$ cat config.mk
export PLATFORM = sky130hd
export DESIGN_NAME = dwc_wgt_buf
export DESIGN_NICKNAME = d
export VERILOG_FILES = /design/src/hw/rtl/depthwise_conv_3x3_stream_top_assert.svh /design/src/hw/rtl/dwc_pkg.sv /design/src/hw/rtl/dwc_wgt_buf.sv
export SDC_FILE = /design/constraint.sdc
export NUM_CORES = 2
export LEC_CHECK = 0
export BUFFER_PORTS_ARGS = -buffer_cell sky130_fd_sc_hd__buf_2
export CAP_MARGIN = 20
export CORE_MARGIN = 1
export CORE_UTILIZATION = 61
export DETAILED_ROUTE_END_ITERATION = 6
export PLACE_DENSITY = 0.78
export SYNTH_ARGS = -nofsm -noshare
export SYNTH_HDL_FRONTEND = slang
export SYNTH_SLANG_ARGS = --single-unit
$ cat constraint.sdc
create_clock -name i_clk -period 2.7 [get_ports i_clk]
set_clock_uncertainty 0.15 [all_clocks]
set_input_delay 0.27 -clock i_clk [delete_from_list [all_inputs] [get_ports i_clk]]
set_output_delay 0.27 -clock i_clk [all_outputs]
set_load 0.01 [all_outputs]
$ cat src/hw/rtl/depthwise_conv_3x3_stream_top_assert.svh
// ----------------------------------------------------------------------------
// Assertion macros for the depthwise 3x3 convolution block
// Each macro expands to one labelled concurrent assertion on i_clk.
// ----------------------------------------------------------------------------
`ifndef DEPTHWISE_CONV_3X3_STREAM_TOP_ASSERT_SVH
`define DEPTHWISE_CONV_3X3_STREAM_TOP_ASSERT_SVH

// Implication in the same cycle, ignored while reset is held
`define DWC_ASSERT_IMP(lbl, ante, cons) \
    lbl: assert property (@(posedge i_clk) disable iff (!i_rst_n) (ante) |-> (cons)) \
        else $error("dwc assertion failed");

// Condition that must hold in the cycle after any clock edge at which reset is held
`define DWC_ASSERT_RST(lbl, cons) \
    lbl: assert property (@(posedge i_clk) !i_rst_n |=> (cons)) \
        else $error("dwc reset assertion failed");

`endif

$ cat src/hw/rtl/dwc_pkg.sv
// ----------------------------------------------------------------------------
// dwc_pkg
// Shared types and constants of the depthwise 3x3 convolution block.
// ----------------------------------------------------------------------------
package dwc_pkg;

    // kernel geometry
    localparam int TAPS      = 9;
    localparam int ROW_LIMIT = 128;

    // field widths
    localparam int SAMPLE_W  = 16;
    localparam int PROD_W    = 32;
    localparam int PART_W    = 34;
    localparam int VALUE_W   = 36;
    localparam int ROW_W     = 7;
    localparam int OUT_CH_W  = 4;
    localparam int BANK_W    = 4;

    // configuration port
    localparam int CFG_IDX_W  = 2;
    localparam int CFG_DATA_W = 8;

    localparam logic [7:0] PAD_W_RESET = 8'd16;
    localparam logic [7:0] PAD_H_RESET = 8'd16;
    localparam logic [1:0] STEP_RESET  = 2'd1;

    typedef enum logic [CFG_IDX_W-1:0] {
        REG_PADDED_WIDTH  = 2'd0,
        REG_PADDED_HEIGHT = 2'd1,
        REG_STEP_SIZE     = 2'd2
    } t_cfg_reg;

    typedef logic signed [SAMPLE_W-1:0] t_sample;
    typedef logic signed [PROD_W-1:0]   t_product;
    typedef logic signed [PART_W-1:0]   t_partial;
    typedef logic signed [VALUE_W-1:0]  t_value;

    // position tags of one result
    typedef struct packed {
        logic [OUT_CH_W-1:0] out_channel;
        logic [ROW_W-1:0]    out_row;
        logic [ROW_W-1:0]    out_col;
        logic                frame_last;
    } t_meta;

    // first pipeline stage: result pending plus its tags
    typedef struct packed {
        logic  valid;
        t_meta meta;
    } t_stage;

endpackage

$ cat src/hw/rtl/dwc_wgt_buf.sv
// ----------------------------------------------------------------------------
// dwc_wgt_buf
// Kernel weight store: one memory per tap, addressed by channel.
// ----------------------------------------------------------------------------
module dwc_wgt_buf import dwc_pkg::*; #(
    parameter int CHANNELS = 16
) (
    input  logic       i_clk,
    input  logic       i_wr_en,
    input  logic [3:0] i_channel,
    input  logic [3:0] i_tap,
    input  t_sample    i_sample,
    input  logic       i_rd_en,
    input  logic [((CHANNELS > 1) ? $clog2(CHANNELS) : 1)-1:0] i_rd_ch,
    output t_sample    o_wt [TAPS]
);

    localparam int CW = (CHANNELS > 1) ? $clog2(CHANNELS) : 1;

    t_sample       r_mem [TAPS][CHANNELS];
    t_sample       r_wt [TAPS];
    logic          wr_ok;
    logic [CW-1:0] wr_idx;

    // drop weights aimed at a tap or channel that does not exist
    assign wr_ok  = i_wr_en && (32'(i_channel) < CHANNELS) && (i_tap < 4'(TAPS));
    assign wr_idx = CW'(i_channel);

    always_ff @(posedge i_clk) begin
        for (int t = 0; t < TAPS; t++) begin
            if (wr_ok && (i_tap == 4'(t))) begin
                r_mem[t][wr_idx] <= i_sample;
            end
            if (i_rd_en) begin
                r_wt[t] <= r_mem[t][i_rd_ch];
            end
        end
    end

    assign o_wt = r_wt;

endmodule

==> metrics.md <==
| Metric | Value |
|---|---|
| Critical path launch point type | `primary input` |
| Fmax | `between 300 and 400 MHz` |
| Clk Latency, worst-skew pair | `0.89 ns` |
| Setup violators final | `14` |
| Pin count of the biggest net entering global routing | `86` |
| Post-synth EDFFs | `approximately 2400` |
| Vias in the first global route | `47500` |
| Initial Util | `0.617` |
| Avg Cell Area, Syn | `around 23 um^2` |
| Most Crowded Layer GR | `met2` |
| WP data arrival | `3.13 ns` |
| P_int | `roughly 61 mW` |
| NetSw | `16.6 mW` |
| CTS Buf Count | `224` |
| 1st-iter DRT viols | `7344` |
| Share of post-route cells with drive strength above 1 | `0.298` |
| First-pass DRT Iterations | `7` |
| P_leak | `~34 nW` |
| Status | `complete, but fails checks` |
| CP delay by family, top | `simple AND/OR/NAND/NOR gates` |
| Sum Neg Setup Slack | `-0.267 ns` |
| Flop pwr share | `0.542` |
| Clock transition at the registers of the reported paths | `roughly 0.060 ns` |
| Met2 usage | `0.519` |
| Height of the chip | `just under 400 um` |
| Violated checks | `DRC, setup timing` |
| Tmin final | `roughly 2.7 ns` |
| Fillers | `~8000` |
| CP max-delay cell | `nand2_1` |
| DRC | `2` |
| Post-synth design cell area | `0.0913 mm^2` |
| Tcrit/Tclk final | `1.01` |
| Most frequent cells after synthesis | `edfxtp_1 (2448), mux4_2 (546), nor2_1 (209)` |
| I/O pins | `175` |
| Initial antenna violation count | `13` |
| Clk buf depth | `3` |
| Worst Hold Class | `in2reg` |
| Relative slew margins | `0.212` |
| Area growth syn-to-layout | `14.8%` |
| First-pass GRT wire length | `between 300 and 400 mm` |
| Vias | `~47000` |
| CTS Root Cell | `clkbuf_16` |
| Worst VDD drop | `between 0.6 and 0.7 mV` |
| Gpl congestion | `roughly 0.83` |
| DIE WIDTH | `between 300 and 400 um` |
| Die Area | `0.151 mm^2` |
| Worst Tran Pin Value | `1.18 ns` |
| Synthesized Nets | `3965` |
| Most used cell along the critical path | `nor2_1` |
| CP Cell Sequence | `dlygate4sd3_1 > buf_2 > nor2_1 > nand2_1 > nor2_1 > buf_12` |
| Share of the synthesized area in the top cell type | `0.806` |
| CTS sink cnt | `2448` |
| Post-Synthesis Cells | `3934` |
| Synth warn | `0` |
| Largest cells by area after synthesis | `edfxtp_1 (81%), mux4_2 (13%), a22oi_1 (1.3%)` |
| Total track usage | `0.323` |
| TritonCTS clock tree | `built` |
| GR Overflow Total | `0` |
| Clock share of power | `0.409` |
| Final Hold Viols | `0` |
| Final HPWL DP | `133 mm` |
| Core Rows | `between 100 and 150` |
| Footprint of the multi-input gates | `0.0166 mm^2` |
| RSZ-0062 raised after global routing | `no` |
| Vias per inst | `between 7 and 8` |
| Worst EP required | `3.09 ns` |
| GR Util met1 | `0.438` |
| GR Util met3 | `0.0738` |
| Synth Register Bits | `2448` |
| Setup Slack @ Placement | `-0.359 ns` |
| Seq/Total Area, Yosys | `0.806` |
| Sequential standard cell area | `0.0735 mm^2` |
| Core Area | `0.148 mm^2` |
| Crit path max fanout | `16` |
| PnR worst setup slack | `-0.0401 ns` |
| Cell taking the most area after synthesis | `edfxtp_1` |
| Number of buffers added on ports | `approximately 170` |
| Power Density | `between 700 and 800 mW/mm^2` |
| WP buf/inv | `3` |
| Post-CTS sizing | `0` |
| Max-Cap Viols | `0` |
| Number of library cell types mapped by synthesis | `27` |
| Routed Antenna Nets | `0` |
| Switch share | `0.213` |
| Count leader, synth | `edfxtp_1` |
| Kind of critical path | `in2reg` |
| Wire per inst | `36.4 um` |
| Htree depth | `4` |
| Max Slew Vio Count | `0` |
| Post-CTS setup repair buffer count | `0` |
| Ys flop type | `edfxtp_1` |
| Max stage delay on crit path | `0.66 ns` |
| Final Routed Wirelength | `241 mm` |
| Nets | `around 4500` |
| Crit. End Element | `flop` |
| Comb power frac | `0.048` |
| Synth async-reset ratio | `0` |
-- final cells by class --
class,instances,share of cell area
sequential,2448,0.702
multi-input combinational,1274,0.158
clock buffer,266,0.0552
timing repair buffer,557,0.0462
tap,1930,0.0231
clock inverter,149,0.0151
antenna,6,0.000143
-- repair_timing --
action / CTS / global route
hold endpoints to repair: 1444 / 0
endpoints found under the setup margin: 0 / 0
hold buffers: 26 / 0
-- flip-flops by register name, summed over array words and instances, names as in the netlist --
signal / count
o_wt: 144
r_mem: 2304
-- power groups by stage --
stage               Clock, mW  Combinational (mW)  Sequential (mW)
global route             33.4                3.92             42.3
detailed placement          0                3.64             43.1
global placement            0                3.54             43.1
CTS                      32.1                3.75             42.3
finish                   31.9                3.78             42.3
floorplan                   0                1.72             43.1
-- stage by stage --
step	area, um^2	util	std cells	power [mW]	hold WS [ns]
3_5_place_dp	97100	0.656	6183	46.7	0.454
5_1_grt	105000	0.708	6625	79.6	0.121
4_1_cts	105000	0.708	6624	78.2	0.0699
3_3_place_gp	97100	0.656	6183	46.6	0.445
2_1_floorplan	91300	-	3934	44.8	0.219
6_report	105000	0.708	6630	78.0	0.115
-- worst paths after layout --
check | start | endpoint | cells past startpoint | slack (ns)
max | i_tap[1] | r_mem[0][1255]$_DFFE_PP_ | 6 | -0.04
min | i_sample[7] | r_mem[0][1303]$_DFFE_PP_ | 2 | 0.11
max reg2reg | r_mem[0][651]$_DFFE_PP_ | o_wt[107]$_DFFE_PP_ | 3 | 0.80
min reg2reg | r_mem[0][1815]$_DFFE_PP_ | o_wt[23]$_DFFE_PP_ | 3 | 0.55
-- per-layer routing --
layer,routed length [um],share of wire
met1,83400,0.35
met2,118000,0.49
met3,30000,0.12
met4,9780,0.041
met5,87,0.00036
-- kinds of logic after synthesis --
kind of cell	share of synthesized area
AND/OR/NAND/NOR	0.0162
buffers and inverters	0.0132
flip-flops	0.806
multiplexers	0.141
AO/OA/AOI/OAI	0.0237
-- cell usage in the layout (no fill, tap or decap), types with 69 or more instances in the layout --
master	n
buf_4	297
buf_12	76
nand2_1	117
mux4_2	546
o22ai_1	118
clkbuf_16	225
a22oi_1	152
clkinv_1	69
nor2_1	201
buf_2	154
edfxtp_1	2448
Note: power is estimated with default switching activity, not from simulation.
