File: src/hw/rtl/depthwise_conv_3x3_stream_top_assert.svh
// ----------------------------------------------------------------------------
// Assertion macros for the depthwise 3x3 convolution block
// Each macro expands to one labelled concurrent assertion on i_clk.
// ----------------------------------------------------------------------------
`ifndef DEPTHWISE_CONV_3X3_STREAM_TOP_ASSERT_SVH
`define DEPTHWISE_CONV_3X3_STREAM_TOP_ASSERT_SVH

// Implication in the same cycle, ignored while reset is held
`define DWC_ASSERT_IMP(lbl, ante, cons) \
    lbl: assert property (@(posedge i_clk) disable iff (!i_rst_n) (ante) |-> (cons)) \
        else $error("dwc assertion failed");

// Condition that must hold in the cycle after any clock edge at which reset is held
`define DWC_ASSERT_RST(lbl, cons) \
    lbl: assert property (@(posedge i_clk) !i_rst_n |=> (cons)) \
        else $error("dwc reset assertion failed");

`endif

File: src/hw/rtl/dwc_pkg.sv
// ----------------------------------------------------------------------------
// dwc_pkg
// Shared types and constants of the depthwise 3x3 convolution block.
// ----------------------------------------------------------------------------
package dwc_pkg;

    // kernel geometry
    localparam int TAPS      = 9;
    localparam int ROW_LIMIT = 128;

    // field widths
    localparam int SAMPLE_W  = 16;
    localparam int PROD_W    = 32;
    localparam int PART_W    = 34;
    localparam int VALUE_W   = 36;
    localparam int ROW_W     = 7;
    localparam int OUT_CH_W  = 4;
    localparam int BANK_W    = 4;

    // configuration port
    localparam int CFG_IDX_W  = 2;
    localparam int CFG_DATA_W = 8;

    localparam logic [7:0] PAD_W_RESET = 8'd16;
    localparam logic [7:0] PAD_H_RESET = 8'd16;
    localparam logic [1:0] STEP_RESET  = 2'd1;

    typedef enum logic [CFG_IDX_W-1:0] {
        REG_PADDED_WIDTH  = 2'd0,
        REG_PADDED_HEIGHT = 2'd1,
        REG_STEP_SIZE     = 2'd2
    } t_cfg_reg;

    typedef logic signed [SAMPLE_W-1:0] t_sample;
    typedef logic signed [PROD_W-1:0]   t_product;
    typedef logic signed [PART_W-1:0]   t_partial;
    typedef logic signed [VALUE_W-1:0]  t_value;

    // position tags of one result
    typedef struct packed {
        logic [OUT_CH_W-1:0] out_channel;
        logic [ROW_W-1:0]    out_row;
        logic [ROW_W-1:0]    out_col;
        logic                frame_last;
    } t_meta;

    // first pipeline stage: result pending plus its tags
    typedef struct packed {
        logic  valid;
        t_meta meta;
    } t_stage;

endpackage

File: src/hw/rtl/dwc_pos.sv
// ----------------------------------------------------------------------------
// dwc_pos
// Geometry registers, pixel position counters and line buffer addressing.
// ----------------------------------------------------------------------------
module dwc_pos import dwc_pkg::*; #(
    parameter int CHANNELS  = 16,
    parameter int MAX_WIDTH = 128
) (
    input  logic                  i_clk,
    input  logic                  i_rst_n,
    input  logic                  i_cfg_we,
    input  logic [CFG_IDX_W-1:0]  i_cfg_idx,
    input  logic [CFG_DATA_W-1:0] i_cfg_data,
    input  logic                  i_acc,
    input  logic                  i_en,
    input  logic                  i_op,
    output logic [((CHANNELS > 1) ? $clog2(CHANNELS) : 1)-1:0] o_ch,
    output logic                  o_wr_en,
    output logic [BANK_W-1:0]     o_wr_bank,
    output logic [$clog2(((MAX_WIDTH + 2) / 3) * CHANNELS)-1:0] o_wr_addr,
    output logic [$clog2(((MAX_WIDTH + 2) / 3) * CHANNELS)-1:0] o_rd_addr [3],
    output logic [BANK_W-1:0]     o_tap_bank [TAPS-1],
    output t_stage                o_s1
);

    localparam int CW = (CHANNELS > 1) ? $clog2(CHANNELS) : 1;
    localparam int XW = $clog2(MAX_WIDTH);
    localparam int QD = (MAX_WIDTH + 2) / 3;
    localparam int QW = (QD > 1) ? $clog2(QD) : 1;
    localparam int AW = $clog2(QD * CHANNELS);
    localparam int WW = $clog2(MAX_WIDTH + 1);
    localparam int GW = (WW > 8) ? WW : 8;
    localparam logic [CW-1:0] CH_LAST = CW'(CHANNELS - 1);

    // sum of two residues, reduced modulo three
    function automatic logic [1:0] mod3_sum(input logic [1:0] a, input logic [2:0] b);
        logic [2:0] x;
        x = {1'b0, a} + b;
        return (x >= 3'd3) ? 2'(x - 3'd3) : x[1:0];
    endfunction

    logic [7:0]       r_pad_w;
    logic [7:0]       r_pad_h;
    logic [1:0]       r_step;
    logic [XW-1:0]    r_col,   n_col;
    logic [1:0]       r_col_m, n_col_m;
    logic [QW-1:0]    r_col_q, n_col_q;
    logic [ROW_W-1:0] r_row,   n_row;
    logic [1:0]       r_row_m, n_row_m;
    logic [CW-1:0]    r_chan,  n_chan;
    t_stage           r_s1;

    logic [GW-1:0]    pw_x, w_eff, w_m3, last_c;
    logic [7:0]       h_eff, h_m3, last_r;
    logic             st2;
    logic             emit;
    logic [XW-1:0]    c_m2;
    logic [ROW_W-1:0] r_m2;
    t_meta            meta;
    logic [1:0]       back [3];
    logic [QW-1:0]    col_q [3];

    // hold the geometry registers; unknown indexes are dropped
    always_ff @(posedge i_clk) begin
        if (!i_rst_n) begin
            r_pad_w <= PAD_W_RESET;
            r_pad_h <= PAD_H_RESET;
            r_step  <= STEP_RESET;
        end else if (i_cfg_we) begin
            case (i_cfg_idx)
                REG_PADDED_WIDTH:  r_pad_w <= i_cfg_data;
                REG_PADDED_HEIGHT: r_pad_h <= i_cfg_data;
                REG_STEP_SIZE:     r_step  <= i_cfg_data[1:0];
                default: ;
            endcase
        end
    end

    // saturate the geometry to its legal range
    always_comb begin
        pw_x = GW'(r_pad_w);
        if (pw_x < GW'(3))              w_eff = GW'(3);
        else if (pw_x > GW'(MAX_WIDTH)) w_eff = GW'(MAX_WIDTH);
        else                            w_eff = pw_x;
        if (r_pad_h < 8'd3)                      h_eff = 8'd3;
        else if ({1'b0, r_pad_h} > 9'(ROW_LIMIT)) h_eff = 8'(ROW_LIMIT);
        else                                     h_eff = r_pad_h;
        st2    = r_step[1];
        w_m3   = w_eff - GW'(3);
        h_m3   = h_eff - 8'd3;
        last_c = st2 ? GW'(2) + {w_m3[GW-1:1], 1'b0} : w_eff - GW'(1);
        last_r = st2 ? 8'd2 + {h_m3[7:1], 1'b0} : h_eff - 8'd1;
    end

    // advance the position: channel fastest, then column, then row
    always_comb begin
        n_chan  = r_chan;
        n_col   = r_col;
        n_col_m = r_col_m;
        n_col_q = r_col_q;
        n_row   = r_row;
        n_row_m = r_row_m;
        if (r_chan == CH_LAST) begin
            n_chan = '0;
            if (GW'(r_col) + GW'(1) >= w_eff) begin
                n_col   = '0;
                n_col_m = 2'd0;
                n_col_q = '0;
                if ({1'b0, r_row} + 8'd1 >= h_eff) begin
                    n_row   = '0;
                    n_row_m = 2'd0;
                end else begin
                    n_row   = r_row + ROW_W'(1);
                    n_row_m = (r_row_m == 2'd2) ? 2'd0 : r_row_m + 2'd1;
                end
            end else begin
                n_col = r_col + XW'(1);
                if (r_col_m == 2'd2) begin
                    n_col_m = 2'd0;
                    n_col_q = r_col_q + QW'(1);
                end else begin
                    n_col_m = r_col_m + 2'd1;
                end
            end
        end else begin
            n_chan = r_chan + CW'(1);
        end
    end

    always_ff @(posedge i_clk) begin
        if (!i_rst_n) begin
            r_chan  <= '0;
            r_col   <= '0;
            r_col_m <= 2'd0;
            r_col_q <= '0;
            r_row   <= '0;
            r_row_m <= 2'd0;
        end else if (i_acc && i_op) begin
            r_chan  <= n_chan;
            r_col   <= n_col;
            r_col_m <= n_col_m;
            r_col_q <= n_col_q;
            r_row   <= n_row;
            r_row_m <= n_row_m;
        end
    end

    // window completion on the stride grid, and the result tags
    always_comb begin
        c_m2 = r_col - XW'(2);
        r_m2 = r_row - ROW_W'(2);
        emit = (r_row >= ROW_W'(2)) && (r_col >= XW'(2))
            && (!st2 || (!r_row[0] && !r_col[0]));
        meta.out_channel = OUT_CH_W'(r_chan);
        meta.out_row     = ROW_W'(r_m2 >> st2);
        meta.out_col     = ROW_W'(c_m2 >> st2);
        meta.frame_last  = ({1'b0, r_row} == last_r) && (GW'(r_col) == last_c)
            && (r_chan == CH_LAST);
    end

    // load the first stage: valid follows the pipe, tags follow the transaction
    always_ff @(posedge i_clk) begin
        if (!i_rst_n) begin
            r_s1.valid <= 1'b0;
        end else if (i_en) begin
            r_s1.valid <= i_acc && i_op && emit;
        end
        if (i_acc) begin
            r_s1.meta <= meta;
        end
    end

    // bank addresses: column residue m holds one of columns c-2 .. c
    always_comb begin
        for (int m = 0; m < 3; m++) begin
            back[m] = mod3_sum(r_col_m, 3'(3 - m));
            if (r_col_m >= back[m])  col_q[m] = r_col_q;
            else if (r_col_q == '0)  col_q[m] = '0;
            else                     col_q[m] = r_col_q - QW'(1);
            o_rd_addr[m] = AW'(32'(col_q[m]) * CHANNELS + 32'(r_chan));
        end
    end

    // bank that feeds each window tap; the newest tap comes from the input
    always_comb begin
        for (int i = 0; i < 3; i++) begin
            for (int j = 0; j < 3; j++) begin
                if (i * 3 + j < TAPS - 1) begin
                    o_tap_bank[i * 3 + j] =
                        {2'b00, mod3_sum(r_row_m, 3'(1 + i))} * BANK_W'(3)
                        + {2'b00, mod3_sum(r_col_m, 3'(1 + j))};
                end
            end
        end
    end

    assign o_ch      = r_chan;
    assign o_wr_en   = i_acc && i_op;
    assign o_wr_bank = {2'b00, r_row_m} * BANK_W'(3) + {2'b00, r_col_m};
    assign o_wr_addr = AW'(32'(r_col_q) * CHANNELS + 32'(r_chan));
    assign o_s1      = r_s1;

endmodule

File: config.mk
export PLATFORM = sky130hd
export DESIGN_NAME = dwc_pos
export DESIGN_NICKNAME = d
export VERILOG_FILES = /design/src/hw/rtl/depthwise_conv_3x3_stream_top_assert.svh /design/src/hw/rtl/dwc_pkg.sv /design/src/hw/rtl/dwc_pos.sv
export SDC_FILE = /design/constraint.sdc
export NUM_CORES = 1
export LEC_CHECK = 0
export ABC_AREA = 1
export BUFFER_PORTS_ARGS = -buffer_cell sky130_fd_sc_hd__buf_4
export CAP_MARGIN = 30
export CORE_MARGIN = 2
export CORE_UTILIZATION = 35
export CTS_BUF_LIST = sky130_fd_sc_hd__clkbuf_8
export CTS_CLUSTER_DIAMETER = 60
export DETAILED_ROUTE_END_ITERATION = 7
export PLACE_DENSITY = 0.55
export SLEW_MARGIN = 20
export SYNTH_ARGS = -nofsm -noshare
export SYNTH_HDL_FRONTEND = slang
export SYNTH_SLANG_ARGS = --single-unit
File: constraint.sdc
create_clock -name i_clk -period 2.7 [get_ports i_clk]
set_input_delay 0 -clock i_clk [delete_from_list [all_inputs] [get_ports i_clk]]
set_output_delay 0 -clock i_clk [all_outputs]
set_load 0.02 [all_outputs]
==> results.cfg, run 1 <==
[power]
intPower_mw = 1.89
p_leak_nw = 3.76
irDropWorstVdd_mv = 0.245
swShare_pct = 29.7
p_seq_share_pct = 39.2
comb_power_share_pct = 22.4
clock_power_share_pct = 38.5
p_sw_mw = 0.797
fin_total_pwr_mw = 2.68
power_density_mw_per_mm2 = 349

[global_route]
grt_use_total_pct = 17.8
antenna_found_initial = 0
grt_pass1_wl_mm = 25.7
grt_start_max_net_pins = 24
overflow = 0
grt_pass1_vias = 5185

[place]
io_buffers = 116
gp_congestion = 0.871
post-place-cells = 1163
place_ws_ps = -17.2
dp_hpwl_mm = 12.8

[sta]
tns_ps = 0
finalHoldViolCount = 0
fmax_ghz = 0.371
max-slew-margin-rel_pct = 60.3
fin_skew_ps = 6.54
tightest_slew_ps = 592
grt_setup_unrepaired = true
slew_violations = 0
min_period_ps = 2690
setup_viol = 0
setup_ws_ps = 7.72
finalCritPeriodShare_pct = 99.7

[logic_synthesis]
synth_edf_count = 19
ys_async_sr_fraction_pct = 0
yosys-top-cells-area = dfxtp_1 (16%), ha_1 (14%), edfxtp_1 (9.9%)
syn-num-nets = 912
syn_area_per_cell_um2 = 7.03
syn-cell-area_mm2 = 0.00578
synth_cells = 822
synth_seq_cells = 65
ys_seq_area_share_pct = 25.8
netlist-cell-type-count = 40
synth_area_leader_cell = dfxtp_1
yosysMostFrequentCell = nand2_1
synth_top_cell_area_share_pct = 15.9
yosys-top-cells-count = nand2_1 (149), inv_1 (122), o21ai_0 (76), nor2_1 (73), ha_1 (64)
yosys_warnings = 0
synth_flop_cell = dfxtp_1

[critical_path]
cpPeakStageDelay_ps = 340
path_cells = nor2_4, nand2_2, o21ai_2, nand2_1, inv_1, ha_1, inv_1, xor2_1, inv_1, ha_1, o22ai_2, nand2_1, o21ai_1, a21oi_1, nand3_1, nor2_1, nand3_1, nor2_1, nand2_1, nor2_1, nand2_1, nor2_1
worstPathMaxFanout = 3
cp_top_family = simple AND/OR/NAND/NOR gates
slowest_stage = dfxtp_2
end_kind = flip-flop
critPathRequiredTime_ps = 2920
cp-start-kind = flip-flop
cp_num_buf_inv = 3
criticalPathCategory = reg -> reg
arrival_ps = 2910

[cts]
cts_tree = yes
path_clk_slew_ps = 80
clockBufferDepth = 2
h-tree-depth = 3
clock-sinks = 65
clockRootBuffer = clkbuf_8
clk_latency_ps = 350
numCtsBuffers = 9

[drt]
drcViolationCount = 0
wl_per_cell_um = 13.4
viasPerCell = 4.71
ant_nets = 0
vias = 5672
routed_wl_mm = 16.1
dr.pass1.iters = 5
drtIter0Drc = 317

[cells_and_area]
regArea_mm2 = 0.00151
final_cells = 1203
postLayoutCoreUtil_pct = 48.1
area_growth_pct = 33.1
n_antenna_cell = 0
nets = 1072
drive_gt1_share_pct = 25.4
multi_input_area_mm2 = 0.00372
num-fill-cells = 1686

[floorplan]
die_w_um = 133
ios = 117
die_h_um = 133
core-area_mm2 = 0.0160
initial_core_util_pct = 36.1
dieArea_mm2 = 0.0176
row_count = 46

[run]
max_cap_viol_count = 0

[outcome]
status = finished clean

[worst_hold_path]
holdCritPathClass = in -> reg
-- worst reg2reg max path, delay by kind of cell (launching register included) --
| kind | cells | cell delay [ps] |
|---|---|---|
| AOI/OAI and AO/OA | 4 | 410 |
| xor gates and xnor gates | 1 | 190 |
| adders and majority gates | 2 | 430 |
| buffers and inverters | 3 | 190 |
| DFF | 1 | 340 |
| and+or+nand+nor | 12 | 1000 |
-- logic make-up after synthesis --
logic type | count (synthesis) | synth area share [%]
adders and majority gates | 74 | 17.3
other | 1 | 0.0649
xor gates and xnor gates | 40 | 6.06
and+or+nand+nor | 323 | 24.2
buffers and inverters | 169 | 12.4
AOI/OAI and AO/OA | 150 | 14.1
DFF | 65 | 25.8
-- routing by layer --
metal	global-route usage (%)	routed length, µm	vias up	share of wire, %
li1	-	-	2993	-
met1	25.6	7890	2539	49
met2	28.4	7370	126	46
met3	2.91	750	14	4.7
met4	3.35	108	0	0.67
met5	0	0	-	0
-- state kept, by name, summed over array words and instances, names as in the netlist --
signal,cells
o_ch,4
r_col_q,6
r_pad_h,8
r_col,7
r_col_m,2
r_row,7
r_step,1
o_s1,20
pw_x,8
r_row_m,2
-- cell usage in the layout (no fill, tap or decap), drive strengths merged, types with 2 or more instances in the layout --
cell type	count
bufinv	3
clkinvlp	2
nor2	78
a21oi	49
a211oi	6
nor3	14
clkinv	3
o2111ai	2
nand4	19
o21ai	79
nand3b	2
buf	176
dfxtp	46
dlygate4sd3	14
ha	64
o32ai	7
xnor2	5
xor2	35
clkbuf	9
nand3	53
or2	2
edfxtp	19
nand2	154
o22ai	3
fa	10
inv	127
-- stage by stage --
step                      hold WS [ps]  instance area [µm²]
after global routing               165                 7690
final                              122                 7690
after detailed placement           199                 7060
after CTS                          113                 7480
after floorplan                   94.1                 5780
after global placement             198                 7060
-- final cells by class --
type                    count  area share, %
clock buffers               9           1.61
clock inverters             7           1.55
repair buffers            190           19.1
well taps                 216           3.51
flip-flops and latches     65           19.6
multi-input cells         588           48.4
inverters                 128           6.31
-- power by group through the flow --
stage	sequential, mW	combinational (mW)	clock, mW
2_1_floorplan	1.09	0.368	0
3_3_place_gp	1.07	0.559	0
3_5_place_dp	1.07	0.562	0
4_1_cts	1.05	0.588	1.05
5_1_grt	1.06	0.679	1.09
6_report	1.05	0.601	1.03
-- repair_timing --
item	in CTS	in global routing
setup buffers	4	6
gates resized for setup	4	48
hold endpoints to repair	17	0
setup endpoints to repair	8	37
gates cloned	0	0
pin swaps	6	27
hold buffers	14	0
-- final timing paths --
path / from / to / slack (ps) / cells past startpoint
setup / recovery: r_pad_h[4] / o_s1[0] / 8 / 22
setup reg to reg: r_pad_h[4] / o_s1[0] / 8 / 22
hold reg to reg: r_pad_h[1] / r_pad_h[1] / 490 / 2
hold / removal: i_op / o_ch[1] / 120 / 4
(Power assumes the default switching activity.)
==> run 2: changes to the inputs <==
Settings changed: PLACE_DENSITY 0.55 to 0.63.
==> run 2 against run 1 <==
Compared with the run above: wire length down 5.1%; non-clock buffer count shrank 10; clock power is 17% lower; global-route usage decreased by 0.80 points; worst hold slack worse by 86 ps; register-to-register slack gained 60 ps.
==> results.cfg, run 2 (synthesis results as in run 1) <==
[outcome]
status = finished clean

[power]
fin_total_pwr_mw = 2.51
power_density_mw_per_mm2 = 333
irDropWorstVdd_mv = 0.259
p_seq_share_pct = 42.0
swShare_pct = 31.9
clock_power_share_pct = 34.3
p_sw_mw = 0.800
comb_power_share_pct = 23.7
intPower_mw = 1.71
p_leak_nw = 3.67

[sta]
finalCritPeriodShare_pct = 97.6
min_period_ps = 2640
hold_ws_ps = 35.8
max-slew-margin-rel_pct = 59.2
grt_setup_unrepaired = true
slew_violations = 0
setup_ws_ps = 64.7
fin_skew_ps = 10.6
setup_viol = 0
fmax_ghz = 0.379
tightest_slew_ps = 607
finalHoldViolCount = 0

[drt]
ant_nets = 0
viasPerCell = 4.74
drtIter0Drc = 353
dr.pass1.iters = 5
wl_per_cell_um = 12.8
vias = 5655
routed_wl_mm = 15.3
drcViolationCount = 0

[critical_path]
cpPeakStageDelay_ps = 370
criticalPathCategory = reg -> reg
path_cells = nor2_4, nand2_2, o21ai_2, nand2_1, inv_1, ha_2, inv_2, xor2_2, inv_2, ha_4, o22ai_2, nand2_1, o21ai_1, a21oi_1, nand3_1, nor2_1, nand3_1, nor2_1, nand2_1, nor2_1, nand2_1, nor2_1
critPathRequiredTime_ps = 2930
end_kind = flip-flop
arrival_ps = 2860
cp-start-kind = flip-flop
worstPathMaxFanout = 4
slowest_stage = dfxtp_4

[run]
max_cap_viol_count = 0

[cts]
clockRootBuffer = clkbuf_8
clk_latency_ps = 360
numCtsBuffers = 9
cts_tree = yes
path_clk_slew_ps = 80
clockBufferDepth = 2
h-tree-depth = 3
clock-sinks = 65

[place]
io_buffers = 116
gp_congestion = 0.928
place_ws_ps = 15.5
dp_hpwl_mm = 12.3
dpl_cell_area_mm2 = 0.00700

[floorplan]
initial_core_util_pct = 36.1
row_count = 46
core-area_mm2 = 0.0160
dieArea_mm2 = 0.0176
ios = 117
die_h_um = 133
die_w_um = 133

[cells_and_area]
nets = 1062
layout_commonest_cell = buf_4
fin_area_mm2 = 0.00753
area_growth_pct = 30.3
final_cell_mix = buf_4 (165), nand2_1 (144), inv_1 (117), o21ai_0 (72), nor2_1 (68)
largest_reg_flops = 20
drive_gt1_share_pct = 24.8
n_antenna_cell = 0

[global_route]
grt_use_total_pct = 17.1
grt_pass1_wl_mm = 24.8
grt_start_max_net_pins = 24
antenna_found_initial = 0
overflow = 0
grt_pass1_vias = 5092

[worst_hold_path]
holdCritPathClass = in -> reg
## run 2: changes by cell type in the layout (fill, tap and decap cells not counted), sizes merged
cell         change
clkinv           +1
clkinvlp         +1
buf             -11
bufinv           -2
dlygate4sd3      +1
## run 2: what timing repair did
| item | in CTS | in global routing |
|---|---|---|
| endpoints found under the hold margin | 18 | 0 |
| pin swaps | 0 | 18 |
| hold buffers | 15 | 0 |
| setup endpoints to repair | 8 | 42 |
| setup buffers | 2 | 5 |
| gates resized for setup | 3 | 43 |
## run 2: metal layers
| metal | vias to the layer above | share of wire [%] | global-route usage (%) |
|---|---|---|---|
| li1 | 2981 | - | - |
| met1 | 2529 | 49 | 24.1 |
| met2 | 129 | 45 | 26.9 |
| met3 | 16 | 4.9 | 3.56 |
| met4 | 0 | 1.1 | 3.52 |
| met5 | - | 0 | 0 |
## run 2: final cells by class
type / count / area (µm²)
clock buffers: 9 / 124
flip-flops and latches: 65 / 1510
fillers: 1674 / 8470
clock inverters: 7 / 76.3
inverters: 128 / 485
multi-input cells: 588 / 3680
well taps: 216 / 270
repair buffers: 180 / 1390
## run 2: per-stage QoR
step,utilization [%],cells,TNS (ps)
5_1_grt,47.1,1193,-405
4_1_cts,46.1,1188,0
3_5_place_dp,43.7,1155,0
6_report,47.1,1193,0
3_3_place_gp,43.7,1155,0
2_1_floorplan,-,822,0
## run 2: power by group through the flow
stage | logic [mW] | registers, mW | clock network, mW
final | 0.595 | 1.05 | 0.859
after global routing | 0.670 | 1.06 | 0.918
after CTS | 0.569 | 1.05 | 0.880
after detailed placement | 0.544 | 1.07 | 0
after global placement | 0.542 | 1.07 | 0
after floorplan | 0.368 | 1.09 | 0
## run 2: critical path: cells and delay by family, from the launching register on
| family | cells | cell delay, ps |
|---|---|---|
| adders and majority gates | 2 | 420 |
| xor gates and xnor gates | 1 | 170 |
| DFF | 1 | 370 |
| and+or+nand+nor | 12 | 1010 |
| buffers and inverters | 3 | 170 |
| AOI/OAI and AO/OA | 4 | 390 |
## run 2: final timing paths
path / start / to / slack (ps) / depth (start not counted)
min: i_acc / o_s1[0] / 40 / 1
max: r_pad_h[3] / o_s1[0] / 60 / 22
max reg2reg: r_pad_h[3] / o_s1[0] / 60 / 22
min reg2reg: pw_x[6] / pw_x[6] / 500 / 2
==> run 3: changes to the inputs <==
Settings changed: ABC_AREA 1 to 0.
==> run 3 against run 2 <==
Compared with the run above: the run now ends with setup timing left; synthesized area increased by 3.3%; fmax decreased by 13%; first-iteration DRC count down 31%; clock skew shrank 5.3 ps; final area up 6.0%; synthesized cell count down 14%; worst hold slack gained 0.89 ps; via count decreased by 3.2%; combinational power down 16%; critical path type unchanged; largest cell class unchanged.
==> results.cfg, run 3 <==
[sta]
tns_ps = -3480
max-slew-margin-rel_pct = 56.6
setup_ws_ps = -327
grt_setup_unrepaired = true
min_period_ps = 3030
finalHoldViolCount = 0
tightest_slew_ps = 634
setup_viol = 23
finalCritPeriodShare_pct = 112
fmax_ghz = 0.330
slew_violations = 0
fin_skew_ps = 5.31
hold_ws_ps = 36.7

[logic_synthesis]
yosys.area_share.adder_pct = 16.8
yosys-top-cells-area = dfxtp_1 (15%), ha_1 (13%), edfxtp_1 (9.6%)
netlist-cell-type-count = 68
synth-compound-area-share_pct = 17.0
synth_seq_cells = 65
synth-simple-area-share_pct = 16.8
syn-cell-area_mm2 = 0.00597
synth.area.mux_share_pct = 4.42
synth_flop_cell = dfxtp_1
synth_xor_area_share_pct = 9.83
synth_area_leader_cell = dfxtp_1
syn_area_per_cell_um2 = 8.40
ys_seq_area_share_pct = 25.0
synth_top_cell_area_share_pct = 15.4
syn-num-nets = 801
yosys-top-cells-count = ha_1 (64), inv_1 (58), nor2_1 (51), nand2_1 (50), dfxtp_1 (46)
yosysMostFrequentCell = ha_1
synth_cells = 711
ys_async_sr_fraction_pct = 0
yosys_warnings = 0
synth_top_family_by_area = compound AO/OA/AOI/OAI gates
synth_edf_count = 19

[critical_path]
arrival_ps = 3220
end_kind = flip-flop
reg2reg_from = pw_x[5]
reg2reg_to = o_s1[0]
rr_worst_depth = 14
r2r_setup_slack_ps = -330
critPathRequiredTime_ps = 2890
cp-start-kind = flip-flop
worstPathMaxFanout = 3
critPathLaunch = pw_x[5]
criticalPathCategory = reg -> reg

[worst_hold_path]
holdCritPathClass = in -> reg
min_path_cells = 1
whs_endpoint = o_s1[0]
min-delay-start = i_acc

[cts]
h-tree-depth = 3
path_clk_slew_ps = 70
cts_tree = yes
clockRootBuffer = clkbuf_8
clk_latency_ps = 360
clock-sinks = 65
clockBufferDepth = 2
numCtsBuffers = 9

[floorplan]
dieArea_mm2 = 0.0181
ios = 117
die_w_um = 135
die_h_um = 135
core-area_mm2 = 0.0166
initial_core_util_pct = 35.9
row_count = 47

[global_route]
antenna_found_initial = 0
grt_pass1_wl_mm = 25.0
grt_use_total_pct = 17.0
overflow = 0
grt_pass1_vias = 4951
grt_start_max_net_pins = 49

[cells_and_area]
final_cell_mix = buf_4 (203), ha_1 (59), inv_1 (57), nand2_1 (48), nor2_1 (47)
fin_area_mm2 = 0.00798
num-fill-cells = 1611
drive_gt1_share_pct = 31.6
n_antenna_cell = 0
layout_commonest_cell = buf_4
area_growth_pct = 33.7
largest_reg_flops = 20
nets = 971

[outcome]
violations = setup timing
status = finished, violations left

[drt]
routed_wl_mm = 15.4
vias = 5472
viasPerCell = 4.95
drcViolationCount = 0
wl_per_cell_um = 14.0
dr.pass1.iters = 5
drtIter0Drc = 244
ant_nets = 0

[place]
gp_congestion = 0.833
dpl_cell_area_mm2 = 0.00739
io_buffers = 116
dp_hpwl_mm = 11.8

[power]
fin_total_pwr_mw = 2.25
comb_power_share_pct = 22.2
power_density_mw_per_mm2 = 282
clock_power_share_pct = 31.9
intPower_mw = 1.58
p_seq_share_pct = 45.8
irDropWorstVdd_mv = 0.201
p_sw_mw = 0.669
swShare_pct = 29.7
p_leak_nw = 3.52

[run]
max_cap_viol_count = 0
[run 3: cell count changes in the layout (fill, tap and decap cells not counted), moves of 21 or more]
cell	delta
xnor2_1	+35
buf_4	+38
nor2_1	-21
mux2i_1	+23
nand3_1	-39
nand2_1	-96
o21ai_0	-53
inv_1	-60
[run 3: repair_timing]
item | CTS | global route
endpoints found under the hold margin | 19 | 0
hold buffers | 12 | 0
gates resized for setup | 28 | 25
setup endpoints to repair | 27 | 37
setup buffers | 7 | 7
pin swaps | 26 | 15
[run 3: power groups by stage]
stage	logic (mW)	registers, mW	clock network (mW)
global placement	0.433	1.05	0
floorplan	0.282	1.06	0
finish	0.501	1.03	0.719
CTS	0.484	1.03	0.748
detailed placement	0.438	1.06	0
global route	0.546	1.03	0.780
[run 3: worst max path at each step]
stage          endpoint  cells after the start  slack, ps
3_3_place_gp    o_s1[0]                     13       -340
3_5_place_dp    o_s1[0]                     13       -460
4_1_cts         o_s1[0]                     13       -380
5_1_grt         o_s1[0]                     13       -600
6_report        o_s1[0]                     14       -330
2_1_floorplan   o_s1[0]                     13       -380
[run 3: through the flow]
stage	std cells	util (%)	setup slack [ps]
floorplan	711	-	-376
global placement	1064	44.4	-335
detailed placement	1064	44.4	-458
CTS	1099	47.0	-375
global route	1106	48.0	-598
finish	1106	48.0	-327
[run 3: metal layers]
| layer | wire length, µm | vias to the layer above | global-route usage, % |
|---|---|---|---|
| met1 | 7640 | 2525 | 24.4 |
| li1 | - | 2786 | - |
| met3 | 623 | 20 | 2.21 |
| met4 | 301 | 0 | 5.44 |
| met5 | 0 | - | 0 |
| met2 | 6890 | 141 | 26.4 |
[run 3: cell type report]
type | instances | area (µm²) | area share [%]
Multi-Input combinational cell | 524 | 4090 | 51.2
Timing Repair Buffer | 221 | 1720 | 21.6
Sequential cell | 65 | 1500 | 18.8
Tap cell | 220 | 275 | 3.45
Inverter | 60 | 233 | 2.92
Clock buffer | 9 | 124 | 1.55
Clock inverter | 7 | 41.3 | 0.517
[run 3: cell families after synthesis]
group,after synthesis
simple gates,201
compound gates,155
buf+inv,122
fa+ha+maj,74
xor+xnor,67
flops,65
mux,26
other cells,1
[run 3: critical path, cell delays in order, from the launching register on]
cell	delay (ps)
dfxtp_1	310
or3_4	410
nor3_4	190
nor2_2	70
nor2_2	130
ha_2	220
xor2_2	160
ha_2	300
nand2_2	70
o21ai_2	60
xnor2_1	140
a211o_1	240
a211oi_2	190
nand4_1	110
nor4_2	240
